### src/hdl/threshold_weighted_centroid_top_defines.svh
// Assertion helpers shared by the centroid block.
`ifndef THRESHOLD_WEIGHTED_CENTROID_TOP_DEFINES_SVH
`define THRESHOLD_WEIGHTED_CENTROID_TOP_DEFINES_SVH

// Consequent must hold in the same cycle as the antecedent.
`define TWC_ASSERT_NOW(lbl, ante, cons) \
    lbl: assert property (@(posedge i_clk) disable iff (!i_rst_n) (ante) |-> (cons)) \
        else $error("twc assertion failed");

// Consequent must hold in the cycle after the antecedent.
`define TWC_ASSERT_NEXT(lbl, ante, cons) \
    lbl: assert property (@(posedge i_clk) disable iff (!i_rst_n) (ante) |=> (cons)) \
        else $error("twc assertion failed");

`endif

### src/hdl/twc_pkg.sv
package twc_pkg;

    localparam int BLUE_W    = 8;
    localparam int COL_W     = 10;
    localparam int ROW_W     = 10;
    localparam int FW_W      = 11;
    localparam int MAX_WIDTH = 1024;
    localparam int FRAC_BITS = 8;
    localparam int MASS_W    = 28;
    localparam int MOM_W     = 38;
    localparam int CEN_W     = 18;
    localparam int PROD_W    = BLUE_W + COL_W;
    localparam int CFG_W     = 11;
    localparam int CFG_IDX_W = 1;
    localparam int DIV_CNT_W = 5;

    localparam logic [BLUE_W-1:0] BLUE_THRESHOLD_RST = 8'd220;
    localparam logic [FW_W-1:0]   FRAME_WIDTH_RST    = 11'd896;

    typedef enum logic [CFG_IDX_W-1:0] {
        CFG_BLUE_THRESHOLD = 1'b0,
        CFG_FRAME_WIDTH    = 1'b1
    } t_cfg_idx;

    typedef struct packed {
        logic [BLUE_W-1:0] blue_value;
        logic              end_of_frame;
    } t_in_item;

    typedef struct packed {
        logic [CEN_W-1:0] centroid_x;
        logic [CEN_W-1:0] centroid_y;
        logic             marker_found;
    } t_out_item;

    typedef struct packed {
        logic              start;
        logic [MOM_W-1:0]  moment;
        logic [MASS_W-1:0] mass;
    } t_div_req;

    typedef struct packed {
        logic             done;
        logic [CEN_W-1:0] quot;
    } t_div_rsp;

endpackage

### src/hdl/twc_div.sv
`include "threshold_weighted_centroid_top_defines.svh"

module twc_div (
    input  logic              i_clk,
    input  logic              i_rst_n,
    input  twc_pkg::t_div_req i_req,
    output twc_pkg::t_div_rsp o_rsp
);
    import twc_pkg::*;

    localparam int SHIFT = CEN_W - FRAC_BITS;

    logic                 r_busy;
    logic                 r_done;
    logic [DIV_CNT_W-1:0] r_cnt;
    logic [MASS_W-1:0]    r_rem;
    logic [MASS_W-1:0]    r_div;
    logic [CEN_W-1:0]     r_lo;
    logic [CEN_W-1:0]     r_quot;

    logic [MASS_W:0]      w_trial;
    logic [MASS_W:0]      w_diff;
    logic                 w_ge;
    logic                 w_ovf;

    assign w_trial = {r_rem, r_lo[CEN_W-1]};
    assign w_ge    = w_trial >= {1'b0, r_div};
    assign w_diff  = w_trial - {1'b0, r_div};
    // quotient needs more than CEN_W bits when moment >= mass << (CEN_W - FRAC_BITS)
    assign w_ovf   = i_req.moment >= {i_req.mass, {SHIFT{1'b0}}};

    always_ff @(posedge i_clk) begin
        if (!i_rst_n) begin
            r_busy <= 1'b0;
            r_done <= 1'b0;
        end else begin
            r_done <= 1'b0;
            if (i_req.start) begin
                if (i_req.mass == '0) begin
                    r_quot <= '0;
                    r_done <= 1'b1;
                end else if (w_ovf) begin
                    r_quot <= '1;
                    r_done <= 1'b1;
                end else begin
                    r_busy <= 1'b1;
                    r_rem  <= i_req.moment[MOM_W-1:SHIFT];
                    r_lo   <= {i_req.moment[SHIFT-1:0], {FRAC_BITS{1'b0}}};
                    r_div  <= i_req.mass;
                    r_cnt  <= DIV_CNT_W'(CEN_W - 1);
                    r_quot <= '0;
                end
            end else if (r_busy) begin
                // one restoring step per cycle
                r_rem  <= w_ge ? w_diff[MASS_W-1:0] : w_trial[MASS_W-1:0];
                r_quot <= {r_quot[CEN_W-2:0], w_ge};
                r_lo   <= {r_lo[CEN_W-2:0], 1'b0};
                if (r_cnt == '0) begin
                    r_busy <= 1'b0;
                    r_done <= 1'b1;
                end else begin
                    r_cnt <= r_cnt - 1'b1;
                end
            end
        end
    end

    assign o_rsp.done = r_done;
    assign o_rsp.quot = r_quot;

    `TWC_ASSERT_NOW(a_rem_below_div, r_busy, r_rem < r_div)
    `TWC_ASSERT_NOW(a_no_start_busy, i_req.start, !r_busy)
    `TWC_ASSERT_NOW(a_done_idle, r_done, !r_busy)

endmodule

### src/hdl/threshold_weighted_centroid_top.sv
// Pixels are taken one per cycle while not stalled; each pixel at or above the threshold
// adds to the sums when it is accepted. The end-of-frame pixel starts two divisions on one
// shared restoring divider (one quotient bit per cycle, 18 bits per axis), X then Y; a
// division ends early on zero mass or saturation. The result waits while an older result
// is stalled; the next pixel can be taken in the cycle in which the result is valid.
// Synchronous active-low reset clears counters, sums and output valid; threshold 220, width 896.
`include "threshold_weighted_centroid_top_defines.svh"

module threshold_weighted_centroid_top (
    input  logic                                 i_clk,
    input  logic                                 i_rst_n,
    input  logic                                 i_cfg_we,
    input  logic [twc_pkg::CFG_IDX_W-1:0]        i_cfg_idx,
    input  logic [twc_pkg::CFG_W-1:0]            i_cfg_data,
    input  logic                                 i_in_valid,
    output logic                                 o_in_stall,
    input  twc_pkg::t_in_item                    i_in_data,
    output logic                                 o_out_valid,
    input  logic                                 i_out_stall,
    output twc_pkg::t_out_item                   o_out_data
);
    import twc_pkg::*;

    typedef enum logic [1:0] {
        S_ACC,
        S_DIV_X,
        S_DIV_Y,
        S_LOAD
    } t_state;

    t_state             r_state;
    logic [BLUE_W-1:0]  r_thr;
    logic [FW_W-1:0]    r_fw;
    logic [COL_W-1:0]   r_col;
    logic [ROW_W-1:0]   r_row;
    logic [MASS_W-1:0]  r_mass;
    logic [MOM_W-1:0]   r_mx;
    logic [MOM_W-1:0]   r_my;
    logic               r_div_start;
    logic [CEN_W-1:0]   r_cx;
    logic [CEN_W-1:0]   r_cy;
    logic               r_out_valid;
    t_out_item          r_out;

    logic               w_in_acc;
    logic               w_eof_acc;
    logic               w_hit;
    logic [PROD_W-1:0]  w_px;
    logic [PROD_W-1:0]  w_py;
    logic [MASS_W:0]    w_mass_sum;
    logic [MOM_W:0]     w_mx_sum;
    logic [MOM_W:0]     w_my_sum;
    logic [MASS_W-1:0]  n_mass;
    logic [MOM_W-1:0]   n_mx;
    logic [MOM_W-1:0]   n_my;
    logic [FW_W-1:0]    w_col_inc;
    logic               w_wrap;
    logic               w_out_zero;
    logic               w_at_origin;
    t_div_req           w_req;
    t_div_rsp           w_rsp;

    assign o_in_stall = r_state != S_ACC;
    assign w_in_acc   = i_in_valid && !o_in_stall;
    assign w_eof_acc  = w_in_acc && i_in_data.end_of_frame;

    assign w_hit = i_in_data.blue_value >= r_thr;
    assign w_px  = PROD_W'(i_in_data.blue_value) * PROD_W'(r_col);
    assign w_py  = PROD_W'(i_in_data.blue_value) * PROD_W'(r_row);

    // saturating accumulate
    assign w_mass_sum = {1'b0, r_mass} + (MASS_W + 1)'(i_in_data.blue_value);
    assign w_mx_sum   = {1'b0, r_mx} + (MOM_W + 1)'(w_px);
    assign w_my_sum   = {1'b0, r_my} + (MOM_W + 1)'(w_py);
    assign n_mass     = w_mass_sum[MASS_W] ? '1 : w_mass_sum[MASS_W-1:0];
    assign n_mx       = w_mx_sum[MOM_W] ? '1 : w_mx_sum[MOM_W-1:0];
    assign n_my       = w_my_sum[MOM_W] ? '1 : w_my_sum[MOM_W-1:0];

    assign w_col_inc = {1'b0, r_col} + 1'b1;
    assign w_wrap    = (w_col_inc >= r_fw) || (w_col_inc >= FW_W'(MAX_WIDTH));

    assign w_req.start  = r_div_start;
    assign w_req.moment = (r_state == S_DIV_Y) ? r_my : r_mx;
    assign w_req.mass   = r_mass;

    twc_div u_div (
        .i_clk   (i_clk),
        .i_rst_n (i_rst_n),
        .i_req   (w_req),
        .o_rsp   (w_rsp)
    );

    always_ff @(posedge i_clk) begin
        if (!i_rst_n) begin
            r_thr <= BLUE_THRESHOLD_RST;
            r_fw  <= FRAME_WIDTH_RST;
        end else if (i_cfg_we) begin
            case (t_cfg_idx'(i_cfg_idx))
                CFG_BLUE_THRESHOLD: r_thr <= i_cfg_data[BLUE_W-1:0];
                CFG_FRAME_WIDTH:    r_fw  <= i_cfg_data[FW_W-1:0];
                default:            r_fw  <= r_fw;
            endcase
        end
    end

    always_ff @(posedge i_clk) begin
        if (!i_rst_n) begin
            r_state     <= S_ACC;
            r_col       <= '0;
            r_row       <= '0;
            r_mass      <= '0;
            r_mx        <= '0;
            r_my        <= '0;
            r_div_start <= 1'b0;
            r_out_valid <= 1'b0;
        end else begin
            r_div_start <= 1'b0;
            if (r_out_valid && !i_out_stall) begin
                r_out_valid <= 1'b0;
            end
            case (r_state)
                S_ACC: begin
                    if (w_in_acc) begin
                        if (w_hit) begin
                            r_mass <= n_mass;
                            r_mx   <= n_mx;
                            r_my   <= n_my;
                        end
                        if (i_in_data.end_of_frame) begin
                            r_col       <= '0;
                            r_row       <= '0;
                            r_div_start <= 1'b1;
                            r_state     <= S_DIV_X;
                        end else if (w_wrap) begin
                            r_col <= '0;
                            r_row <= r_row + 1'b1;
                        end else begin
                            r_col <= w_col_inc[COL_W-1:0];
                        end
                    end
                end
                S_DIV_X: begin
                    if (w_rsp.done) begin
                        r_cx        <= w_rsp.quot;
                        r_div_start <= 1'b1;
                        r_state     <= S_DIV_Y;
                    end
                end
                S_DIV_Y: begin
                    if (w_rsp.done) begin
                        r_cy    <= w_rsp.quot;
                        r_state <= S_LOAD;
                    end
                end
                S_LOAD: begin
                    // hold until the output register is free
                    if (!r_out_valid || !i_out_stall) begin
                        r_out_valid        <= 1'b1;
                        r_out.centroid_x   <= r_cx;
                        r_out.centroid_y   <= r_cy;
                        r_out.marker_found <= r_mass != '0;
                        r_mass             <= '0;
                        r_mx               <= '0;
                        r_my               <= '0;
                        r_state            <= S_ACC;
                    end
                end
                default: r_state <= S_ACC;
            endcase
        end
    end

    assign o_out_valid = r_out_valid;
    assign o_out_data  = r_out;

    assign w_out_zero  = (o_out_data.centroid_x == '0) && (o_out_data.centroid_y == '0);
    assign w_at_origin = (r_col == '0) && (r_row == '0);

    `TWC_ASSERT_NOW(a_done_in_div, w_rsp.done, r_state == S_DIV_X || r_state == S_DIV_Y)
    `TWC_ASSERT_NOW(a_empty_zero, o_out_valid && !o_out_data.marker_found, w_out_zero)
    `TWC_ASSERT_NEXT(a_eof_start, w_eof_acc, r_state == S_DIV_X && r_div_start && w_at_origin)

endmodule
### config.mk
export PLATFORM = sky130hd
export DESIGN_NAME = threshold_weighted_centroid_top
export DESIGN_NICKNAME = d
export VERILOG_FILES = /design/src/hdl/twc_pkg.sv /design/src/hdl/twc_div.sv /design/src/hdl/threshold_weighted_centroid_top.sv
export VERILOG_INCLUDE_DIRS = /design/src /design/src/hdl
export SDC_FILE = /design/constraint.sdc
export NUM_CORES = 1
export LEC_CHECK = 0
export ABC_AREA = 0
export BUFFER_PORTS_ARGS = -buffer_cell sky130_fd_sc_hd__buf_2
export CAP_MARGIN = 20
export CORE_MARGIN = 8
export CORE_UTILIZATION = 41
export DETAILED_ROUTE_END_ITERATION = 10
export PLACE_DENSITY = 0.57
export SLEW_MARGIN = 10
export SYNTH_ARGS = -nofsm -noshare
export SYNTH_HDL_FRONTEND = slang
export SYNTH_HIERARCHICAL = 1
export SYNTH_SLANG_ARGS = --single-unit
### constraint.sdc
create_clock -name i_clk -period 7.13 [get_ports i_clk]
set_input_delay 2.139 -clock i_clk [delete_from_list [all_inputs] [get_ports i_clk]]
set_output_delay 2.139 -clock i_clk [all_outputs]
set_load 0.01 [all_outputs]
==> impl_metrics.env, run 1 <==
export IMPL_final_util=0.460
export IMPL_synth_cell_types=95
export IMPL_drc=0
export IMPL_grt_use_met3=0.0282
export IMPL_start_util=0.412
export IMPL_busiest_layer="met2"
export IMPL_arrival_ps=7110
export IMPL_die_h_um=253
export IMPL_finalPower_mw=5.04
export IMPL_skew_ps=27.2
export IMPL_critical_path_buf_inv_count=5
export IMPL_antenna_cells=0
export IMPL_end_kind="flop"
export IMPL_crit_family="adder cells"
export IMPL_ys_flop_type="edfxtp_1"
export IMPL_critPathLaunch="i_in_data[4]"
export IMPL_ys_ff_latch=311
export IMPL_worst_hold_path_type="reg2reg"
export IMPL_critical_path_max_stage_delay_ps=560
export IMPL_required_ps=7620
export IMPL_synth_edff_count=162
export IMPL_crit_chain="buf_2, nand2_1, fa_1, fa_1, inv_1, fa_1, inv_1, fa_1, inv_1, ha_1, o21ai_0, o21ai_0, nand3_1, a21oi_1, buf_4, o21ai_0, or4_1, nand4_1"
export IMPL_cp_max_fo=19
export IMPL_power_clock_fraction=0.395
export IMPL_dp_cells=3259
export IMPL_r2r_start="r_row[0]"
export IMPL_drive_above_1_share=0.108
export IMPL_cts_resized=0
export IMPL_ff2ff_path_depth=17
export IMPL_leakage_nw=11.1
export IMPL_area_delta_synth_final_pct=11.6
export IMPL_layout_cells_non_filler=3330
export IMPL_core_area_um2=56000
export IMPL_fmax_mhz=151
export IMPL_final_antenna_net_count=0
export IMPL_cts_hold_buf=0
export IMPL_antenna_found_initial=0
export IMPL_clkTransAtPathRegs_ps=60
export IMPL_clock_tree_root_cell="clkbuf_16"
export IMPL_reg2reg_slack_ps=1730
export IMPL_start_kind="primary input"
export IMPL_die_area_um2=64100
export IMPL_cts_path_max_buffers=3
export IMPL_syn_area_um2=23000
export IMPL_num_rows=87
export IMPL_period_share=0.928
export IMPL_grt_util_met1=0.273
export IMPL_worstMarginPinSlew_ps=1080
export IMPL_grt_pass1_wl_mm=104
export IMPL_ir_worst_vdd_mv=0.173
export IMPL_timing_final_crit_period_ps=6620
export IMPL_wire_per_inst_um=19.7
export IMPL_rsz0062_at_grt="false"
export IMPL_yosys_area_top_type="edfxtp_1"
export IMPL_drt_vias_per_instance=5.59
export IMPL_whs_path_depth=0
export IMPL_use_met2=0.339
export IMPL_dp_worst_setup_slack_ps=-51.3
export IMPL_slowest_stage="fa_1"
export IMPL_p_sw_frac=0.306
export IMPL_synth_async_reset_ratio=0
export IMPL_switchingPower_mw=1.54
export IMPL_setup_worst_path_class="in2reg"
export IMPL_postCtsSetupRepairBufs=0
export IMPL_cts_max_level=2
export IMPL_io_buffers=64
export IMPL_overflow=0
export IMPL_grt_max_degree=56
export IMPL_synth_commonest_cells="inv_1, nand2_1, ha_1"
export IMPL_fin_ws_ps=510
export IMPL_fin_tns_setup_ps=0
export IMPL_hold_path_endpoint="o_out_data[1]"
export IMPL_num_vias=18620
export IMPL_syn_area_per_cell_um2=9.24
export IMPL_cellInternalPower_mw=3.50
export IMPL_power_density_nw_per_um2=196
export IMPL_seqPwrFrac=0.408
export IMPL_drt_iter0_drc=1290
export IMPL_grt_total_usage=0.202
export IMPL_pin_count=65
export IMPL_hold_violations=0
export IMPL_maxSlewViolCount=0
export IMPL_cts_sinks=311
export IMPL_clk_latency_ps=580
export IMPL_seq_area_frac_synth=0.340
export IMPL_cts_tree="done"
export IMPL_synth_area_top_cells="edfxtp_1, dfxtp_1, fa_1"
export IMPL_grt_pass1_vias=18636
export IMPL_worstHoldStart="r_cy[0]"
export IMPL_cpMostUsedCell="fa_1"
export IMPL_cts_buffers=37
export IMPL_relSlewSlack=0.279
export IMPL_finalSetupViolations=0
export IMPL_wirelength_mm=65.7
export IMPL_dp_hpwl_mm=49.2
export IMPL_nNetsFinal=2877
export IMPL_p_comb_frac=0.197
export IMPL_place_congestion=0.914
export IMPL_yosysMostFrequentCell="inv_1"
export IMPL_die_x_um=253
export IMPL_syn_num_nets=2825
export IMPL_synthesis_instances=2493
export IMPL_firstDrtPassIters=7
export IMPL_ys_warn_count=6
export IMPL_outcome="complete, no violations"
export IMPL_drv_cap=0
export IMPL_timing_rr_end="r_my[31]"
export IMPL_synth_top_area_frac=0.211
## flip-flops by register name, summed over array words and instances (netlist names)
signal / flops
o_out_data: 37
o_out_valid: 1
r_col: 10
r_cx: 18
r_cy: 18
r_div_start: 1
r_fw: 11
r_mass: 28
r_mx: 38
r_my: 38
r_row: 10
r_state: 2
r_thr: 8
u_div/r_busy: 1
u_div/r_cnt: 5
u_div/r_div: 28
u_div/r_done: 1
u_div/r_lo: 10
u_div/r_quot: 18
u_div/r_rem: 28
## power groups by stage
stage               clock [mW]  sequential (mW)  combinational (mW)
finish                    1.99             2.06               0.995
global route              2.10             2.06                1.09
CTS                       2.03             2.06               0.991
detailed placement           0             2.09               0.985
global placement             0             2.09               0.966
floorplan                    0             2.06               0.689
## worst max path at each step
stage | slack, ps | to | cells past startpoint
2_1_floorplan | 380 | r_my[25] | 16
3_3_place_gp | 6 | r_mx[31] | 19
3_5_place_dp | -50 | r_my[31] | 18
4_1_cts | 530 | r_my[31] | 18
5_1_grt | 210 | r_my[31] | 18
6_report | 510 | r_my[31] | 18
## cell usage in the layout (no fill, tap or decap), types with 38 or more instances in the layout
| cell type | n |
|---|---|
| nor3_1 | 40 |
| o21ai_0 | 135 |
| ha_1 | 175 |
| o21ai_1 | 39 |
| buf_2 | 64 |
| fa_1 | 130 |
| dfxtp_1 | 148 |
| nor2_1 | 76 |
| clkbuf_16 | 38 |
| nand2_1 | 248 |
| and2_1 | 107 |
| a21oi_1 | 122 |
| inv_1 | 346 |
| buf_4 | 60 |
| xnor2_1 | 40 |
| edfxtp_1 | 162 |
| a21o_1 | 45 |
| nand3_1 | 57 |
## per-layer routing
layer	wire length (um)	share of wire
met1	29400	0.45
met2	31200	0.47
met3	3510	0.053
met4	1640	0.025
met5	0	0
## layout make-up
type	count	area (um^2)
clock buffers	50	1070
multi-input cells	1718	13500
well taps	756	946
fillers	5417	30200
repair buffers	131	893
flip-flops and latches	311	7850
inverters	346	1300
clock inverters	18	220
## cells by family (layout without fill, tap and decap cells)
family,count (synthesis),in the layout,share of synthesized area
AND/OR/NAND/NOR,708,708,0.157
multiplexers,39,39,0.0188
AO/OA/AOI/OAI,608,608,0.176
adder cells (fa/ha/maj),306,306,0.208
flip-flops,311,311,0.340
buffers and inverters,464,545,0.0777
XOR/XNOR,57,57,0.0217
## worst register-to-register path, cell delays in order (launching register included)
cell,delay [ps]
dfxtp_1,620
nand2_1,150
fa_1,530
fa_1,570
inv_1,70
fa_1,560
inv_1,60
fa_1,520
inv_1,40
ha_1,360
o21ai_0,140
o21ai_0,300
nand3_1,190
a21oi_1,290
buf_4,190
o21ai_0,140
or4_1,500
nand4_1,100
## stage by stage
| stage | hold WS [ps] | instance area [um^2] |
|---|---|---|
| 2_1_floorplan | 400 | 23000 |
| 3_3_place_gp | 400 | 24400 |
| 3_5_place_dp | 405 | 24400 |
| 4_1_cts | 419 | 25700 |
| 5_1_grt | 419 | 25700 |
| 6_report | 417 | 25700 |
No activity file was read; power rests on OpenSTA's default activity.
==> inputs of run 2 (changes only) <==
--- a/config.mk
+++ b/config.mk
@@ -6,7 +6,7 @@
 export SDC_FILE = /design/constraint.sdc
 export NUM_CORES = 1
 export LEC_CHECK = 0
-export ABC_AREA = 0
+export ABC_AREA = 1
 export BUFFER_PORTS_ARGS = -buffer_cell sky130_fd_sc_hd__buf_2
 export CAP_MARGIN = 20
 export CORE_MARGIN = 8
==> run 2 against run 1 <==
  * Core utilization fell by 0.70 points
  * Total power rose by 1.7%
  * Via count rose by 22%
  * Sequential share of layout area fell by 3.0 points
  * Non-clock buffer count fell by 45
  * Flip-flop and latch count did not move
==> impl_metrics.env, run 2 <==
export IMPL_outcome="complete, no violations"
export IMPL_leakage_nw=14.5
export IMPL_setup_worst_path_class="in2reg"
export IMPL_syn_num_nets=4063
export IMPL_cts_sinks=311
export IMPL_ys_ff_latch=311
export IMPL_drive_above_1_share=0.0645
export IMPL_finalSetupViolations=0
export IMPL_dp_hpwl_mm=57.2
export IMPL_drc=0
export IMPL_start_util=0.415
export IMPL_fin_ws_ps=827
export IMPL_ff2ff_path_depth=22
export IMPL_cts_hold_buf=0
export IMPL_final_common_cell="nand2_1"
export IMPL_synthesis_instances=3731
export IMPL_nNetsFinal=4071
export IMPL_syn_area_per_cell_um2=7.02
export IMPL_cp_max_fo=21
export IMPL_synth_cell_types=53
export IMPL_pin_count=65
export IMPL_wire_per_inst_um=16.1
export IMPL_ir_worst_vdd_mv=0.168
export IMPL_ys_flop_type="edfxtp_1"
export IMPL_drt_iter0_drc=1663
export IMPL_relSlewSlack=0.312
export IMPL_whs_path_depth=0
export IMPL_grt_total_usage=0.210
export IMPL_clk_latency_ps=600
export IMPL_area_delta_synth_final_pct=8.99
export IMPL_synth_async_reset_ratio=0
export IMPL_drv_cap=0
export IMPL_maxSlewViolCount=0
export IMPL_num_rows=92
export IMPL_arrival_ps=6720
export IMPL_worst_hold_path_type="reg2reg"
export IMPL_dp_worst_setup_slack_ps=255
export IMPL_grt_max_degree=80
export IMPL_io_buffers=64
export IMPL_cpMostUsedCell="nand2_1"
export IMPL_cts_max_level=2
export IMPL_critical_path_max_stage_delay_ps=560
export IMPL_cts_resized=0
export IMPL_skew_ps=41.1
export IMPL_die_x_um=269
export IMPL_crit_chain="buf_2, buf_4, nand2_1, fa_1, inv_1, fa_1, inv_1, fa_1, fa_1, inv_1, ha_1, nand2_1, inv_1, nand2_1, nand2_1, inv_1, nand3_1, nand2_1, nand2_1, nand2_1, buf_4, nand3_1, nand2_1, a21oi_1"
export IMPL_synth_edff_count=162
export IMPL_start_kind="primary input"
export IMPL_rsz0062_at_grt="false"
export IMPL_wirelength_mm=74.2
export IMPL_clock_tree_root_cell="clkbuf_16"
export IMPL_synth_commonest_cells="nand2_1, inv_1, nand3_1"
export IMPL_syn_area_um2=26200
export IMPL_cts_path_max_buffers=3
export IMPL_timing_final_crit_period_ps=6300
export IMPL_grt_pass1_vias=22505
export IMPL_grt_pass1_wl_mm=122
export IMPL_cts_tree="done"
export IMPL_overflow=0
export IMPL_synth_area_top_cells="edfxtp_1, nand2_1, dfxtp_1"
export IMPL_postCtsSetupRepairBufs=0
export IMPL_slowest_stage="fa_1"
export IMPL_power_density_nw_per_um2=179
export IMPL_synth_top_area_frac=0.186
export IMPL_seq_area_frac_synth=0.299
export IMPL_core_area_um2=63100
export IMPL_hold_violations=0
export IMPL_end_kind="flop"
export IMPL_yosysMostFrequentCell="nand2_1"
export IMPL_final_antenna_net_count=0
export IMPL_place_congestion=0.945
export IMPL_fin_tns_setup_ps=0
export IMPL_clkTransAtPathRegs_ps=60
export IMPL_drt_vias_per_instance=4.91
export IMPL_cts_buffers=39
export IMPL_period_share=0.884
export IMPL_yosys_area_top_type="edfxtp_1"
export IMPL_firstDrtPassIters=6
export IMPL_antenna_found_initial=0
export IMPL_ys_warn_count=6
export IMPL_worstMarginPinSlew_ps=1020
export IMPL_required_ps=7550
export IMPL_num_vias=22668
export IMPL_die_h_um=269
export IMPL_most_common_layout_cells="nand2_1, inv_1, nand3_1"
export IMPL_die_area_um2=72300
export IMPL_fmax_mhz=159
-- run 2: cell count changes after synthesis, sizes merged, moves of 35 or more --
cell	delta
nand2	+1016
o21ai	-73
a31oi	-36
and2	-97
mux2	-35
a21oi	+61
a21o	-43
nor2	+112
nand3	+190
inv	+419
-- run 2: worst paths after layout --
| path | from | slack (ps) | to |
|---|---|---|---|
| setup / recovery | i_in_data[8] | 830 | r_mx[27] |
| hold reg to reg | r_cy[3] | 420 | o_out_data[4] |
| setup reg to reg | r_col[6] | 2190 | r_mx[27] |
| hold / removal | r_cy[3] | 420 | o_out_data[4] |
-- run 2: logic make-up (layout without fill, tap and decap cells) --
logic type / Yosys count / after routing / synth area share
fa+ha+maj: 306 / 306 / 0.183
buf+inv: 885 / 924 / 0.131
flops: 311 / 311 / 0.299
xor+xnor: 67 / 67 / 0.0224
compound gates: 314 / 314 / 0.0645
simple gates: 1848 / 1848 / 0.299
other cells: 0 / 1 / 0
-- run 2: area by class of cell --
cell class	count	area [um^2]
fill	6667	34500
multi-input combinational	2535	14900
clock buffer	54	1080
antenna	1	2.50
sequential	311	7850
inverter	766	2880
clock inverter	18	235
timing repair buffer	86	505
tap	846	1060
-- run 2: critical path: cells and delay by family --
family | cells | cell delay (ps)
AO/OA/AOI/OAI | 1 | 90
adder cells (fa/ha/maj) | 5 | 2480
buffers and inverters | 8 | 1080
AND/OR/NAND/NOR | 10 | 930
-- run 2: per-stage QoR --
step | utilization | hold WS, ps | cells | area (um^2) | power (mW)
floorplan | - | 400 | 3731 | 26200 | 2.79
global placement | 0.431 | 401 | 4543 | 27200 | 3.10
detailed placement | 0.431 | 405 | 4543 | 27200 | 3.11
CTS | 0.452 | 418 | 4615 | 28500 | 5.18
global route | 0.453 | 425 | 4616 | 28600 | 5.39
finish | 0.453 | 416 | 4617 | 28600 | 5.13
-- run 2: power by group --
group	switching (mW)	internal (mW)
logic	0.734	0.293
registers	0.0518	2.00
clock network	0.857	1.19
-- run 2: per-layer routing --
layer | global-route usage | wire length [um] | part of all wire
met3 | 0.0244 | 3250 | 0.044
met5 | 0 | 0 | 0
met2 | 0.349 | 34100 | 0.46
met4 | 0.0564 | 1940 | 0.026
met1 | 0.290 | 34900 | 0.47
==> inputs of run 3 (changes only) <==
--- a/config.mk
+++ b/config.mk
@@ -13,6 +13,7 @@
 export CORE_UTILIZATION = 41
 export DETAILED_ROUTE_END_ITERATION = 10
 export PLACE_DENSITY = 0.57
+export REMOVE_ABC_BUFFERS = 1
 export SLEW_MARGIN = 10
 export SYNTH_ARGS = -nofsm -noshare
 export SYNTH_HDL_FRONTEND = slang
==> run 3 against run 2 <==
  * Critical path depth is 1 lower
  * Non-clock buffer count is 1 lower
  * Clock power is 7% higher
  * Sequential share of layout area is 0.11 points lower
  * Die area stayed put
  * Largest power group is now clock
==> impl_metrics.env, run 3 (synthesis gave the netlist of run 2 again) <==
export IMPL_outcome="complete, no violations"
export IMPL_worstMarginPinSlew_ps=1040
export IMPL_rsz0062_at_grt="false"
export IMPL_cts_sinks=311
export IMPL_antenna_cells=0
export IMPL_power_density_nw_per_um2=183
export IMPL_core_area_um2=63100
export IMPL_finalPower_mw=5.25
export IMPL_multi_input_area_um2=15000
export IMPL_crit_chain="buf_2, nand2_1, fa_1, inv_1, fa_1, inv_1, fa_1, fa_1, inv_1, ha_1, nand2_1, inv_1, nand2_1, nand2_1, inv_1, nand3_1, nand2_1, nand2_1, nand2_1, buf_12, nand3_1, nand2_1, a21oi_1"
export IMPL_drv_cap=0
export IMPL_dp_cells=4543
export IMPL_timing_final_crit_period_ps=6280
export IMPL_pin_count=65
export IMPL_dp_worst_setup_slack_ps=277
export IMPL_leakage_nw=14.6
export IMPL_place_congestion=0.948
export IMPL_cts_resized=0
export IMPL_num_vias=22740
export IMPL_layout_area_seq_um2=7850
export IMPL_reg2reg_slack_ps=2150
export IMPL_start_kind="primary input"
export IMPL_fin_ws_ps=850
export IMPL_most_common_layout_cells="nand2_1, inv_1, nand3_1"
export IMPL_drt_iter0_drc=1436
export IMPL_wirelength_mm=73.7
export IMPL_firstDrtPassIters=5
export IMPL_grt_pass1_vias=22506
export IMPL_timing_rr_end="r_mx[34]"
export IMPL_hold_path_endpoint="o_out_data[20]"
export IMPL_arrival_ps=6690
export IMPL_grt_total_usage=0.206
export IMPL_relSlewSlack=0.305
export IMPL_overflow=0
export IMPL_fin_tns_setup_ps=0
export IMPL_cts_hold_buf=0
export IMPL_switchingPower_mw=1.67
export IMPL_end_kind="flop"
export IMPL_worst_hold_path_type="reg2reg"
export IMPL_cts_buffers=40
export IMPL_grt_pass1_wl_mm=120
export IMPL_p_comb_frac=0.192
export IMPL_dp_hpwl_mm=56.9
export IMPL_fmax_mhz=159
export IMPL_num_rows=92
export IMPL_worstHoldStart="r_cx[1]"
export IMPL_final_util=0.455
export IMPL_drt_vias_per_instance=4.93
export IMPL_drive_above_1_share=0.0660
export IMPL_die_h_um=269
export IMPL_wire_per_inst_um=16.0
export IMPL_die_area_um2=72300
export IMPL_maxSlewViolCount=0
export IMPL_cts_max_level=2
export IMPL_p_sw_frac=0.319
export IMPL_final_antenna_net_count=0
export IMPL_layout_cells_non_filler=4617
export IMPL_clk_latency_ps=590
export IMPL_stdcell_area_um2=28700
export IMPL_required_ps=7540
export IMPL_start_util=0.415
export IMPL_drc=0
export IMPL_setup_worst_path_class="in2reg"
export IMPL_clock_tree_root_cell="clkbuf_16"
export IMPL_hold_worst_slack_ps=403
export IMPL_power_clock_fraction=0.417
export IMPL_period_share=0.881
export IMPL_die_x_um=269
export IMPL_antenna_found_initial=0
export IMPL_ff2ff_path_depth=22
export IMPL_cts_path_max_buffers=3
export IMPL_critical_path_max_stage_delay_ps=580
export IMPL_finalSetupViolations=0
export IMPL_area_delta_synth_final_pct=9.41
export IMPL_seqPwrFrac=0.391
export IMPL_num_fill_cells=6710
export IMPL_cpMostUsedCell="nand2_1"
export IMPL_clkTransAtPathRegs_ps=60
export IMPL_postCtsSetupRepairBufs=0
export IMPL_cts_tree="done"
export IMPL_grt_max_degree=85
export IMPL_final_common_cell="nand2_1"
export IMPL_hold_violations=0
export IMPL_whs_path_depth=0
export IMPL_slowest_stage="fa_1"
export IMPL_dpl_instance_area_um2=27200
export IMPL_skew_ps=26.0
export IMPL_ir_worst_vdd_mv=0.186
export IMPL_r2r_start="r_col[6]"
export IMPL_cellInternalPower_mw=3.58
export IMPL_io_buffers=64
export IMPL_nNetsFinal=4071
export IMPL_cp_max_fo=22
## run 3: cell count changes in the layout (fill, tap and decap cells not counted), sizes merged
cell	before	now
buf	86	85
bufinv	3	5
clkbuf	54	53
clkinv	13	11
diode	1	0
inv	766	769
## run 3: routing by layer
| layer | GRT usage | up-vias | share of wire |
|---|---|---|---|
| met5 | 0 | - | 0 |
| met4 | 0.0588 | 0 | 0.024 |
| met3 | 0.0207 | 109 | 0.045 |
| met2 | 0.345 | 491 | 0.46 |
| met1 | 0.281 | 10588 | 0.47 |
| li1 | - | 11552 | - |
## run 3: how the worst max path moves through the flow
| stage | slack [ps] | endpoint | start |
|---|---|---|---|
| 2_1_floorplan | 910 | r_mx[21] | i_in_data[8] |
| 3_3_place_gp | 310 | r_my[37] | i_in_data[6] |
| 3_5_place_dp | 280 | r_mx[34] | i_in_data[6] |
| 4_1_cts | 900 | r_my[37] | i_in_data[8] |
| 5_1_grt | 500 | r_my[5] | i_in_data[6] |
| 6_report | 850 | r_mx[34] | i_in_data[8] |
## run 3: critical path, delay by kind of cell
kind                       cells  cell delay (ps)
and+or+nand+nor               10             1100
adders and majority gates      5             2490
buffers and inverters          7              870
AOI/OAI and AO/OA              1               70
## run 3: cell type report
type / count / share of cell area
clock buffers: 53 / 0.0384
clock inverters: 21 / 0.0116
inverters: 766 / 0.100
multi-input cells: 2535 / 0.521
flip-flops and latches: 311 / 0.274
well taps: 846 / 0.0369
repair buffers: 85 / 0.0175
## run 3: power groups by stage
stage	clock [mW]	sequential [mW]	combinational, mW
3_3_place_gp	0	2.09	1.01
3_5_place_dp	0	2.09	1.02
5_1_grt	2.30	2.06	1.14
6_report	2.19	2.05	1.01
4_1_cts	2.25	2.05	1.02
2_1_floorplan	0	2.08	0.647
